--- src/nrom_pkg.sv ---
`timescale 1ns / 1ps
// Shared types and constants for the nearest resize offset map.
// No dependencies; every other file takes names from here by scope.
package nrom_pkg;

  // Geometry limits
  localparam int MAX_DIM   = 4096;
  localparam int IDX_W     = $clog2(MAX_DIM);  // destination index, start, position
  localparam int DIM_W     = IDX_W + 1;        // ends and destination extents
  localparam int STEP_W    = 16;              // widest axis step
  localparam int PIX_W     = 4;               // column step
  localparam int OFF_W     = 27;              // source byte offset
  localparam int PROD_W    = IDX_W + DIM_W - 1; // index * extent stays below this
  localparam int SCALE_W   = IDX_W + STEP_W;  // position * step
  localparam int DIV_FIRST = 2;               // select and multiply come first
  localparam int DIV_STAGES = IDX_W;          // one quotient bit per stage
  localparam int NUM_STAGES = DIV_FIRST + DIV_STAGES + 2;

  localparam logic [DIM_W-1:0] DIM_SAT   = DIM_W'(MAX_DIM);
  localparam logic [OFF_W-1:0] OFF_MAX   = {OFF_W{1'b1}};

  // APB port
  localparam int ADDR_W = 5;
  localparam int DATA_W = 32;

  // Register indexes
  typedef enum logic [2:0] {
    REG_CROP_X_START = 3'd0,
    REG_CROP_X_END   = 3'd1,
    REG_CROP_Y_START = 3'd2,
    REG_CROP_Y_END   = 3'd3,
    REG_DEST_COLS    = 3'd4,
    REG_DEST_ROWS    = 3'd5,
    REG_PIXEL_BYTES  = 3'd6,
    REG_LINE_BYTES   = 3'd7
  } reg_idx_t;

  // Axis codes
  localparam logic AXIS_COL = 1'b0;
  localparam logic AXIS_ROW = 1'b1;

  // Register file contents
  typedef struct packed {
    logic [IDX_W-1:0]  crop_x_start;
    logic [DIM_W-1:0]  crop_x_end;
    logic [IDX_W-1:0]  crop_y_start;
    logic [DIM_W-1:0]  crop_y_end;
    logic [DIM_W-1:0]  dest_cols;
    logic [DIM_W-1:0]  dest_rows;
    logic [PIX_W-1:0]  pixel_bytes;
    logic [STEP_W-1:0] line_bytes;
  } cfg_t;

  // Per-item context carried down the pipeline
  typedef struct packed {
    logic              axis;
    logic              err;
    logic [IDX_W-1:0]  start;
    logic [IDX_W-1:0]  lastpos;
    logic [STEP_W-1:0] step;
    logic [DIM_W-1:0]  dext;
  } ctx_t;

  // Divider word: partial remainder and dividend bits turning into quotient bits
  typedef struct packed {
    ctx_t             ctx;
    logic [IDX_W-1:0] rem;
    logic [IDX_W-1:0] acc;
  } div_t;

endpackage

--- src/nrom_cfg_regs.sv ---
`timescale 1ns / 1ps
// APB register file holding the crop, destination extent and step registers.
// Depends on nrom_pkg.
module nrom_cfg_regs (
  input  logic                          clk,
  input  logic                          rst,
  input  logic                          psel,
  input  logic                          penable,
  input  logic                          pwrite,
  input  logic [nrom_pkg::ADDR_W-1:0]   paddr,
  input  logic [nrom_pkg::DATA_W-1:0]   pwdata,
  output logic [nrom_pkg::DATA_W-1:0]   prdata,
  output logic                          pready,
  output nrom_pkg::cfg_t                cfg
);

  nrom_pkg::reg_idx_t ridx;
  logic               wr;

  assign ridx   = nrom_pkg::reg_idx_t'(paddr[nrom_pkg::ADDR_W-1:2]);
  assign wr     = psel && penable && pwrite;
  assign pready = 1'b1;

  // Write one register per access beat
  always_ff @(posedge clk) begin
    if (rst) begin
      cfg.crop_x_start <= '0;
      cfg.crop_x_end   <= nrom_pkg::DIM_W'(1);
      cfg.crop_y_start <= '0;
      cfg.crop_y_end   <= nrom_pkg::DIM_W'(1);
      cfg.dest_cols    <= nrom_pkg::DIM_W'(1);
      cfg.dest_rows    <= nrom_pkg::DIM_W'(1);
      cfg.pixel_bytes  <= nrom_pkg::PIX_W'(1);
      cfg.line_bytes   <= nrom_pkg::STEP_W'(1);
    end else if (wr) begin
      unique case (ridx)
        nrom_pkg::REG_CROP_X_START: cfg.crop_x_start <= pwdata[nrom_pkg::IDX_W-1:0];
        nrom_pkg::REG_CROP_X_END:   cfg.crop_x_end   <= pwdata[nrom_pkg::DIM_W-1:0];
        nrom_pkg::REG_CROP_Y_START: cfg.crop_y_start <= pwdata[nrom_pkg::IDX_W-1:0];
        nrom_pkg::REG_CROP_Y_END:   cfg.crop_y_end   <= pwdata[nrom_pkg::DIM_W-1:0];
        nrom_pkg::REG_DEST_COLS:    cfg.dest_cols    <= pwdata[nrom_pkg::DIM_W-1:0];
        nrom_pkg::REG_DEST_ROWS:    cfg.dest_rows    <= pwdata[nrom_pkg::DIM_W-1:0];
        nrom_pkg::REG_PIXEL_BYTES:  cfg.pixel_bytes  <= pwdata[nrom_pkg::PIX_W-1:0];
        nrom_pkg::REG_LINE_BYTES:   cfg.line_bytes   <= pwdata[nrom_pkg::STEP_W-1:0];
        default: ;
      endcase
    end
  end

  // Read back, zero extended
  always_comb begin
    unique case (ridx)
      nrom_pkg::REG_CROP_X_START: prdata = nrom_pkg::DATA_W'(cfg.crop_x_start);
      nrom_pkg::REG_CROP_X_END:   prdata = nrom_pkg::DATA_W'(cfg.crop_x_end);
      nrom_pkg::REG_CROP_Y_START: prdata = nrom_pkg::DATA_W'(cfg.crop_y_start);
      nrom_pkg::REG_CROP_Y_END:   prdata = nrom_pkg::DATA_W'(cfg.crop_y_end);
      nrom_pkg::REG_DEST_COLS:    prdata = nrom_pkg::DATA_W'(cfg.dest_cols);
      nrom_pkg::REG_DEST_ROWS:    prdata = nrom_pkg::DATA_W'(cfg.dest_rows);
      nrom_pkg::REG_PIXEL_BYTES:  prdata = nrom_pkg::DATA_W'(cfg.pixel_bytes);
      nrom_pkg::REG_LINE_BYTES:   prdata = nrom_pkg::DATA_W'(cfg.line_bytes);
      default:                    prdata = '0;
    endcase
  end

endmodule

--- src/nrom_front.sv ---
`timescale 1ns / 1ps
// Front of the map pipeline: axis select with saturation, then index * extent.
// Depends on nrom_pkg.
module nrom_front (
  input  logic                         clk,
  input  logic                         rst,
  input  nrom_pkg::cfg_t               cfg,
  input  logic                         en_sel,
  input  logic                         en_mul,
  input  logic                         in_valid,
  input  logic                         req_type,
  input  logic [nrom_pkg::IDX_W-1:0]   dst_index,
  output logic                         sel_valid,
  output logic                         mul_valid,
  output nrom_pkg::div_t               mul_out
);

  logic [nrom_pkg::IDX_W-1:0]  start_raw;
  logic [nrom_pkg::DIM_W-1:0]  end_raw;
  logic [nrom_pkg::DIM_W-1:0]  dext_raw;
  logic [nrom_pkg::DIM_W-1:0]  end_sat;
  logic [nrom_pkg::DIM_W-1:0]  dext_sat;
  logic [nrom_pkg::DIM_W-1:0]  ext_next;
  nrom_pkg::ctx_t              ctx_next;
  logic [nrom_pkg::PROD_W-1:0] prod;

  // Select stage registers
  nrom_pkg::ctx_t              sel_ctx;
  logic [nrom_pkg::IDX_W-1:0]  sel_idx;
  logic [nrom_pkg::DIM_W-1:0]  sel_ext;

  // Pick the axis and saturate out-of-range registers
  always_comb begin
    if (req_type == nrom_pkg::AXIS_ROW) begin
      start_raw     = cfg.crop_y_start;
      end_raw       = cfg.crop_y_end;
      dext_raw      = cfg.dest_rows;
      ctx_next.step = cfg.line_bytes;
    end else begin
      start_raw     = cfg.crop_x_start;
      end_raw       = cfg.crop_x_end;
      dext_raw      = cfg.dest_cols;
      ctx_next.step = nrom_pkg::STEP_W'(cfg.pixel_bytes);
    end
    end_sat  = (end_raw > nrom_pkg::DIM_SAT) ? nrom_pkg::DIM_SAT : end_raw;
    dext_sat = (dext_raw > nrom_pkg::DIM_SAT) ? nrom_pkg::DIM_SAT : dext_raw;

    ctx_next.axis    = req_type;
    ctx_next.start   = start_raw;
    ctx_next.dext    = dext_sat;
    ctx_next.err     = ({1'b0, dst_index} >= dext_sat);
    // Empty or inverted crop counts as zero extent
    ext_next         = (end_sat > {1'b0, start_raw}) ? (end_sat - {1'b0, start_raw}) : '0;
    ctx_next.lastpos = (end_sat != '0) ? nrom_pkg::IDX_W'(end_sat - nrom_pkg::DIM_W'(1)) : '0;
  end

  always_ff @(posedge clk) begin
    if (rst) begin
      sel_valid <= 1'b0;
    end else if (en_sel) begin
      sel_valid <= in_valid;
    end
  end

  always_ff @(posedge clk) begin
    if (en_sel) begin
      sel_ctx <= ctx_next;
      sel_idx <= dst_index;
      sel_ext <= ext_next;
    end
  end

  // Product stays below MAX_DIM * dext, so its top half starts the remainder
  assign prod = nrom_pkg::PROD_W'(sel_idx * sel_ext);

  always_ff @(posedge clk) begin
    if (rst) begin
      mul_valid <= 1'b0;
    end else if (en_mul) begin
      mul_valid <= sel_valid;
    end
  end

  always_ff @(posedge clk) begin
    if (en_mul) begin
      mul_out.ctx <= sel_ctx;
      mul_out.rem <= prod[nrom_pkg::PROD_W-1:nrom_pkg::IDX_W];
      mul_out.acc <= prod[nrom_pkg::IDX_W-1:0];
    end
  end

endmodule

--- src/nrom_div_stage.sv ---
`timescale 1ns / 1ps
// One restoring division stage: retires one quotient bit per cycle while its enable is high.
// Depends on nrom_pkg.
module nrom_div_stage (
  input  logic           clk,
  input  logic           rst,
  input  logic           en,
  input  logic           in_valid,
  input  nrom_pkg::div_t in_data,
  output logic           out_valid,
  output nrom_pkg::div_t out_data
);

  logic [nrom_pkg::DIM_W-1:0] trial;
  logic                       ge;
  nrom_pkg::div_t             data_next;

  // Shift in the next dividend bit, subtract the divisor if it fits
  always_comb begin
    trial              = {in_data.rem, in_data.acc[nrom_pkg::IDX_W-1]};
    ge                 = (trial >= in_data.ctx.dext);
    data_next.ctx      = in_data.ctx;
    data_next.rem      = ge ? nrom_pkg::IDX_W'(trial - in_data.ctx.dext)
                            : trial[nrom_pkg::IDX_W-1:0];
    data_next.acc      = {in_data.acc[nrom_pkg::IDX_W-2:0], ge};
  end

  always_ff @(posedge clk) begin
    if (rst) begin
      out_valid <= 1'b0;
    end else if (en) begin
      out_valid <= in_valid;
    end
  end

  always_ff @(posedge clk) begin
    if (en) begin
      out_data <= data_next;
    end
  end

endmodule

--- src/nrom_back.sv ---
`timescale 1ns / 1ps
// Back of the map pipeline: add start and clamp, then scale by the step.
// Depends on nrom_pkg.
module nrom_back (
  input  logic                         clk,
  input  logic                         rst,
  input  logic                         en_clamp,
  input  logic                         en_scale,
  input  logic                         in_valid,
  input  nrom_pkg::div_t               in_data,
  output logic                         clamp_valid,
  output logic                         res_valid,
  output logic                         axis,
  output logic [nrom_pkg::OFF_W-1:0]   src_offset,
  output logic                         index_error
);

  logic [nrom_pkg::DIM_W-1:0]   sum;
  logic [nrom_pkg::IDX_W-1:0]   pos_next;
  logic [nrom_pkg::SCALE_W-1:0] scaled;
  logic [nrom_pkg::OFF_W-1:0]   off_next;

  // Clamp stage registers
  logic                         cl_axis;
  logic                         cl_err;
  logic [nrom_pkg::STEP_W-1:0]  cl_step;
  logic [nrom_pkg::IDX_W-1:0]   cl_pos;

  // Position is quotient plus start, held at the last source position
  always_comb begin
    sum      = {1'b0, in_data.acc} + {1'b0, in_data.ctx.start};
    pos_next = (sum > {1'b0, in_data.ctx.lastpos}) ? in_data.ctx.lastpos
                                                   : sum[nrom_pkg::IDX_W-1:0];
  end

  always_ff @(posedge clk) begin
    if (rst) begin
      clamp_valid <= 1'b0;
    end else if (en_clamp) begin
      clamp_valid <= in_valid;
    end
  end

  always_ff @(posedge clk) begin
    if (en_clamp) begin
      cl_axis <= in_data.ctx.axis;
      cl_err  <= in_data.ctx.err;
      cl_step <= in_data.ctx.step;
      cl_pos  <= pos_next;
    end
  end

  // Scale to bytes and saturate; a flagged index gives offset zero
  always_comb begin
    scaled = cl_pos * cl_step;
    if (cl_err) begin
      off_next = '0;
    end else if (scaled > nrom_pkg::SCALE_W'(nrom_pkg::OFF_MAX)) begin
      off_next = nrom_pkg::OFF_MAX;
    end else begin
      off_next = scaled[nrom_pkg::OFF_W-1:0];
    end
  end

  always_ff @(posedge clk) begin
    if (rst) begin
      res_valid <= 1'b0;
    end else if (en_scale) begin
      res_valid <= clamp_valid;
    end
  end

  always_ff @(posedge clk) begin
    if (en_scale) begin
      axis        <= cl_axis;
      src_offset  <= off_next;
      index_error <= cl_err;
    end
  end

endmodule

--- src/nearest_resize_offset_map_core.sv ---
`timescale 1ns / 1ps
// Top level of the nearest resize offset map: register file and 16-stage pipeline.
// Depends on nrom_pkg, nrom_cfg_regs, nrom_front, nrom_div_stage, nrom_back.
//
//   Port group   Direction  Handshake              Payload
//   request      in         req_valid / req_stall   req_type, dst_index
//   result       out        res_valid / res_stall   axis, src_offset, index_error
//   config       in/out     APB (psel, penable)     paddr, pwdata, prdata
//
// One request per cycle while req_stall is low; a result is presented once its request
// beat has passed 16 register stages (select, multiply, twelve one-bit divider stages,
// clamp, scale), and can be taken at the next edge.
// Reset clears all valid bits and loads the register reset values.
// Stalls propagate per stage: a stage holds only when it is full and the stage
// after it holds, so bubbles are squeezed out while the result beat waits.
module nearest_resize_offset_map_core (
  input  logic                          clk,
  input  logic                          rst,
  input  logic                          psel,
  input  logic                          penable,
  input  logic                          pwrite,
  input  logic [nrom_pkg::ADDR_W-1:0]   paddr,
  input  logic [nrom_pkg::DATA_W-1:0]   pwdata,
  output logic [nrom_pkg::DATA_W-1:0]   prdata,
  output logic                          pready,
  input  logic                          req_valid,
  output logic                          req_stall,
  input  logic                          req_type,
  input  logic [nrom_pkg::IDX_W-1:0]    dst_index,
  output logic                          res_valid,
  input  logic                          res_stall,
  output logic                          axis,
  output logic [nrom_pkg::OFF_W-1:0]    src_offset,
  output logic                          index_error
);

  nrom_pkg::cfg_t                      cfg;
  logic [nrom_pkg::NUM_STAGES-1:0]     vld;
  logic [nrom_pkg::NUM_STAGES-1:0]     en;
  nrom_pkg::div_t                      div_data [nrom_pkg::DIV_STAGES+1];

  nrom_cfg_regs u_regs (
    .clk     (clk),
    .rst     (rst),
    .psel    (psel),
    .penable (penable),
    .pwrite  (pwrite),
    .paddr   (paddr),
    .pwdata  (pwdata),
    .prdata  (prdata),
    .pready  (pready),
    .cfg     (cfg)
  );

  // Advance a stage when it is empty or the next stage advances
  assign en[nrom_pkg::NUM_STAGES-1] = !vld[nrom_pkg::NUM_STAGES-1] || !res_stall;
  for (genvar k = 0; k < nrom_pkg::NUM_STAGES-1; k++) begin : g_en
    assign en[k] = !vld[k] || en[k+1];
  end

  assign req_stall = !en[0];

  nrom_front u_front (
    .clk       (clk),
    .rst       (rst),
    .cfg       (cfg),
    .en_sel    (en[0]),
    .en_mul    (en[1]),
    .in_valid  (req_valid),
    .req_type  (req_type),
    .dst_index (dst_index),
    .sel_valid (vld[0]),
    .mul_valid (vld[1]),
    .mul_out   (div_data[0])
  );

  for (genvar k = 0; k < nrom_pkg::DIV_STAGES; k++) begin : g_div
    nrom_div_stage u_div (
      .clk       (clk),
      .rst       (rst),
      .en        (en[nrom_pkg::DIV_FIRST+k]),
      .in_valid  (vld[nrom_pkg::DIV_FIRST+k-1]),
      .in_data   (div_data[k]),
      .out_valid (vld[nrom_pkg::DIV_FIRST+k]),
      .out_data  (div_data[k+1])
    );
  end

  nrom_back u_back (
    .clk         (clk),
    .rst         (rst),
    .en_clamp    (en[nrom_pkg::NUM_STAGES-2]),
    .en_scale    (en[nrom_pkg::NUM_STAGES-1]),
    .in_valid    (vld[nrom_pkg::NUM_STAGES-3]),
    .in_data     (div_data[nrom_pkg::DIV_STAGES]),
    .clamp_valid (vld[nrom_pkg::NUM_STAGES-2]),
    .res_valid   (vld[nrom_pkg::NUM_STAGES-1]),
    .axis        (axis),
    .src_offset  (src_offset),
    .index_error (index_error)
  );

  assign res_valid = vld[nrom_pkg::NUM_STAGES-1];

`ifndef SYNTHESIS
  // A flagged index never carries an offset
  a_err_zero: assert property (@(posedge clk) disable iff (rst)
    (res_valid && index_error) |-> (src_offset == '0))
    else $error("flagged index with non-zero offset");

  // Requests are held back only when the whole pipeline is full and blocked
  a_stall_full: assert property (@(posedge clk) disable iff (rst)
    req_stall |-> (res_valid && res_stall && (&vld)))
    else $error("request stalled with room in the pipeline");

  // Reset empties the pipeline
  a_reset_empty: assert property (@(posedge clk)
    $past(rst) |-> (!res_valid && !req_stall))
    else $error("pipeline not empty after reset");
`endif

endmodule
--- config.mk ---
export PLATFORM = sky130hd
export DESIGN_NAME = nearest_resize_offset_map_core
export DESIGN_NICKNAME = d
export VERILOG_FILES = /design/src/nrom_pkg.sv /design/src/nrom_cfg_regs.sv /design/src/nrom_front.sv /design/src/nrom_div_stage.sv /design/src/nrom_back.sv /design/src/nearest_resize_offset_map_core.sv
export SDC_FILE = /design/constraint.sdc
export NUM_CORES = 2
export LEC_CHECK = 0
export BUFFER_PORTS_ARGS = -buffer_cell sky130_fd_sc_hd__clkbuf_2
export CAP_MARGIN = 20
export CORE_UTILIZATION = 56
export DETAILED_ROUTE_END_ITERATION = 12
export PLACE_DENSITY_LB_ADDON = 0.05
export SYNTH_ARGS = -nofsm -noshare
export SYNTH_HDL_FRONTEND = slang
export SYNTH_HIERARCHICAL = 1
export SYNTH_SLANG_ARGS = --single-unit
--- constraint.sdc ---
create_clock -name clk -period 7.4 [get_ports clk]
set_clock_uncertainty 0.15 [all_clocks]
set_input_delay 1.48 -clock clk [delete_from_list [all_inputs] [get_ports clk]]
set_output_delay 1.48 -clock clk [all_outputs]
set_load 0.005 [all_outputs]
==> flow_metrics.env <==
export IMPL_leakagePower_nw=29.2
export IMPL_layout_nets=5655
export IMPL_clockBufferDepth=3
export IMPL_dp_slack_ns=0.908
export IMPL_antenna_found_initial=0
export IMPL_numPortBuffers=85
export IMPL_slew_headroom=0.246
export IMPL_wl_per_cell_um=18.6
export IMPL_num_vias=35700
export IMPL_hold_slack_ns=0.252
export IMPL_track_usage=0.222
export IMPL_reg2reg_from="u_back/cl_pos[5]"
export IMPL_grt_max_degree=97
export IMPL_synth_area_per_cell_um2=12.9
export IMPL_tritoncts="built"
export IMPL_critical_path_startpoint_type="flip-flop"
export IMPL_setup_slack_ns=0.904
export IMPL_fin_util=0.624
export IMPL_cts_sinks=1253
export IMPL_fmax_mhz=154
export IMPL_die_x_um=338
export IMPL_met3_length_um=5550
export IMPL_critical_path_arrival_ns=6.78
export IMPL_setup_violations=0
export IMPL_ant_nets=0
export IMPL_grt_pass1_vias=35500
export IMPL_slew_viol_final=0
export IMPL_yosys_warnings=6
export IMPL_setup_worst_path_start="u_back/cl_pos[5]"
export IMPL_core_rowCount=122
export IMPL_first_iter_violations=2344
export IMPL_fin_crit_sh=0.878
export IMPL_critPathMaxFanout=16
export IMPL_holdCritStartpoint="g_div[11].u_div/out_data[37]"
export IMPL_period_minus_slack_ns=6.50
export IMPL_cts_buffers=135
export IMPL_wl_met2_um=61000
export IMPL_die_area_um2=114000
export IMPL_hp_class="flip-flop to flip-flop"
export IMPL_totalWireLength_um=123000
export IMPL_worstMarginPinSlew_ns=1.13
export IMPL_dpl_hpwl_um=91100
export IMPL_htree_levels=4
export IMPL_initial_utilization=0.568
export IMPL_final_common_cell="edfxtp_1"
export IMPL_post_cts_setup_buffers=0
export IMPL_area_delta_synth_final_pct=9.89
export IMPL_tns_ns=0
export IMPL_finalHoldViolCount=0
export IMPL_drive_gt1_frac=0.115
export IMPL_ios=121
export IMPL_cts_root_buf="clkbuf_16"
export IMPL_clkTransAtPathRegs_ns=0.06
export IMPL_grt_overflow=0
export IMPL_drc=0
export IMPL_cts_hold_buf=0
export IMPL_synth_cells=4895
export IMPL_outcome="finished clean"
export IMPL_avgViaCountPerCell=5.41
export IMPL_grt_pass1_wl_um=195000
export IMPL_crit_type="flip-flop to flip-flop"
export IMPL_core_area_um2=111000
export IMPL_die_h_um=338
export IMPL_synth_area_um2=63200
export IMPL_end_kind="flip-flop"
export IMPL_final_cell_mix="edfxtp_1 (1141), inv_1 (595), nand2_1 (508)"
export IMPL_vdd_drop_max_mv=0.201
export IMPL_r2r_slack_ns=0.90
export IMPL_post_cts_resized=0
export IMPL_routedLengthMet1_um=52400
export IMPL_first_pass_iters=6
export IMPL_clock_latency_ns=0.73
export IMPL_worstPathRequired_ns=7.69
export IMPL_gp_congestion=0.888
export IMPL_rsz0062_at_grt="no"
export IMPL_highest_layer="met4"
export IMPL_nFillCells=8581
export IMPL_num_antenna_cells=0
export IMPL_power_density_nw_per_um2=327
export IMPL_drv_cap=0
[through the flow]
step / area [um^2] / total power [W] / cells
after global routing: 69500 / 0.0240 / 6600
final: 69500 / 0.0227 / 6600
after CTS: 69500 / 0.0229 / 6600
after floorplan: 63300 / 0.0148 / 4910
after detailed placement: 65000 / 0.0162 / 6355
after global placement: 65000 / 0.0161 / 6355
[worst paths after layout]
kind / cells after the start / to
worst max register to register: 18 / u_back/src_offset[8]
worst min register to register: 0 / u_back/cl_step[0]
worst min-delay path: 0 / u_back/cl_step[0]
worst max-delay path: 18 / u_back/src_offset[8]
[per-layer routing]
metal  global-route usage  vias up
met5                    0        -
met2                0.379      848
li1                     -    17300
met1                0.289    17400
met3               0.0307      211
met4               0.0827        0
[critical path: stages (launching register included)]
cell and delay [ns]:
edfxtp_1 0.69, nand2_1 0.15, fa_1 0.59, fa_1 0.45
fa_1 0.49, inv_1 0.05, fa_1 0.52, inv_1 0.06
fa_1 0.52, inv_1 0.04, ha_1 0.35, a21oi_1 0.20
nand2_1 0.07, o21ai_1 0.39, o2111a_1 0.36, o31ai_4 0.10
xnor2_1 0.59, buf_4 0.32, a21oi_1 0.09
[state kept, by name (all words and copies together), names as in the netlist]
name / cells
u_back/res_valid: 1
u_front/mul_out: 79
u_front/sel_idx: 12
u_back/cl_err: 1
g_div.u_div/out_valid: 12
u_back/axis: 1
u_front/sel_ctx: 55
g_div.u_div/out_data: 923
u_regs/cfg: 96
u_front/sel_ext: 13
u_back/cl_step: 16
u_back/src_offset: 27
u_back/cl_axis: 1
u_back/clamp_valid: 1
u_back/index_error: 1
u_front/sel_valid: 1
u_back/cl_pos: 12
u_front/mul_valid: 1
[report_power, final]
group	switching [W]	internal, W	leakage, nW
Clock	0.00271	0.00393	2.16
Sequential	0.000564	0.00897	14.2
Combinational	0.00352	0.00301	12.8
Total	0.00680	0.0159	29.2
[layout make-up]
cell class	instances	area, um^2	area share
Clock buffer	162	3600	0.0519
Tap cell	1488	1860	0.0268
Multi-Input combinational cell	2888	23600	0.341
Inverter	612	2300	0.0331
Sequential cell	1253	36500	0.526
Timing Repair Buffer	114	646	0.00930
Clock inverter	83	882	0.0127
(Power assumes the default switching activity.)
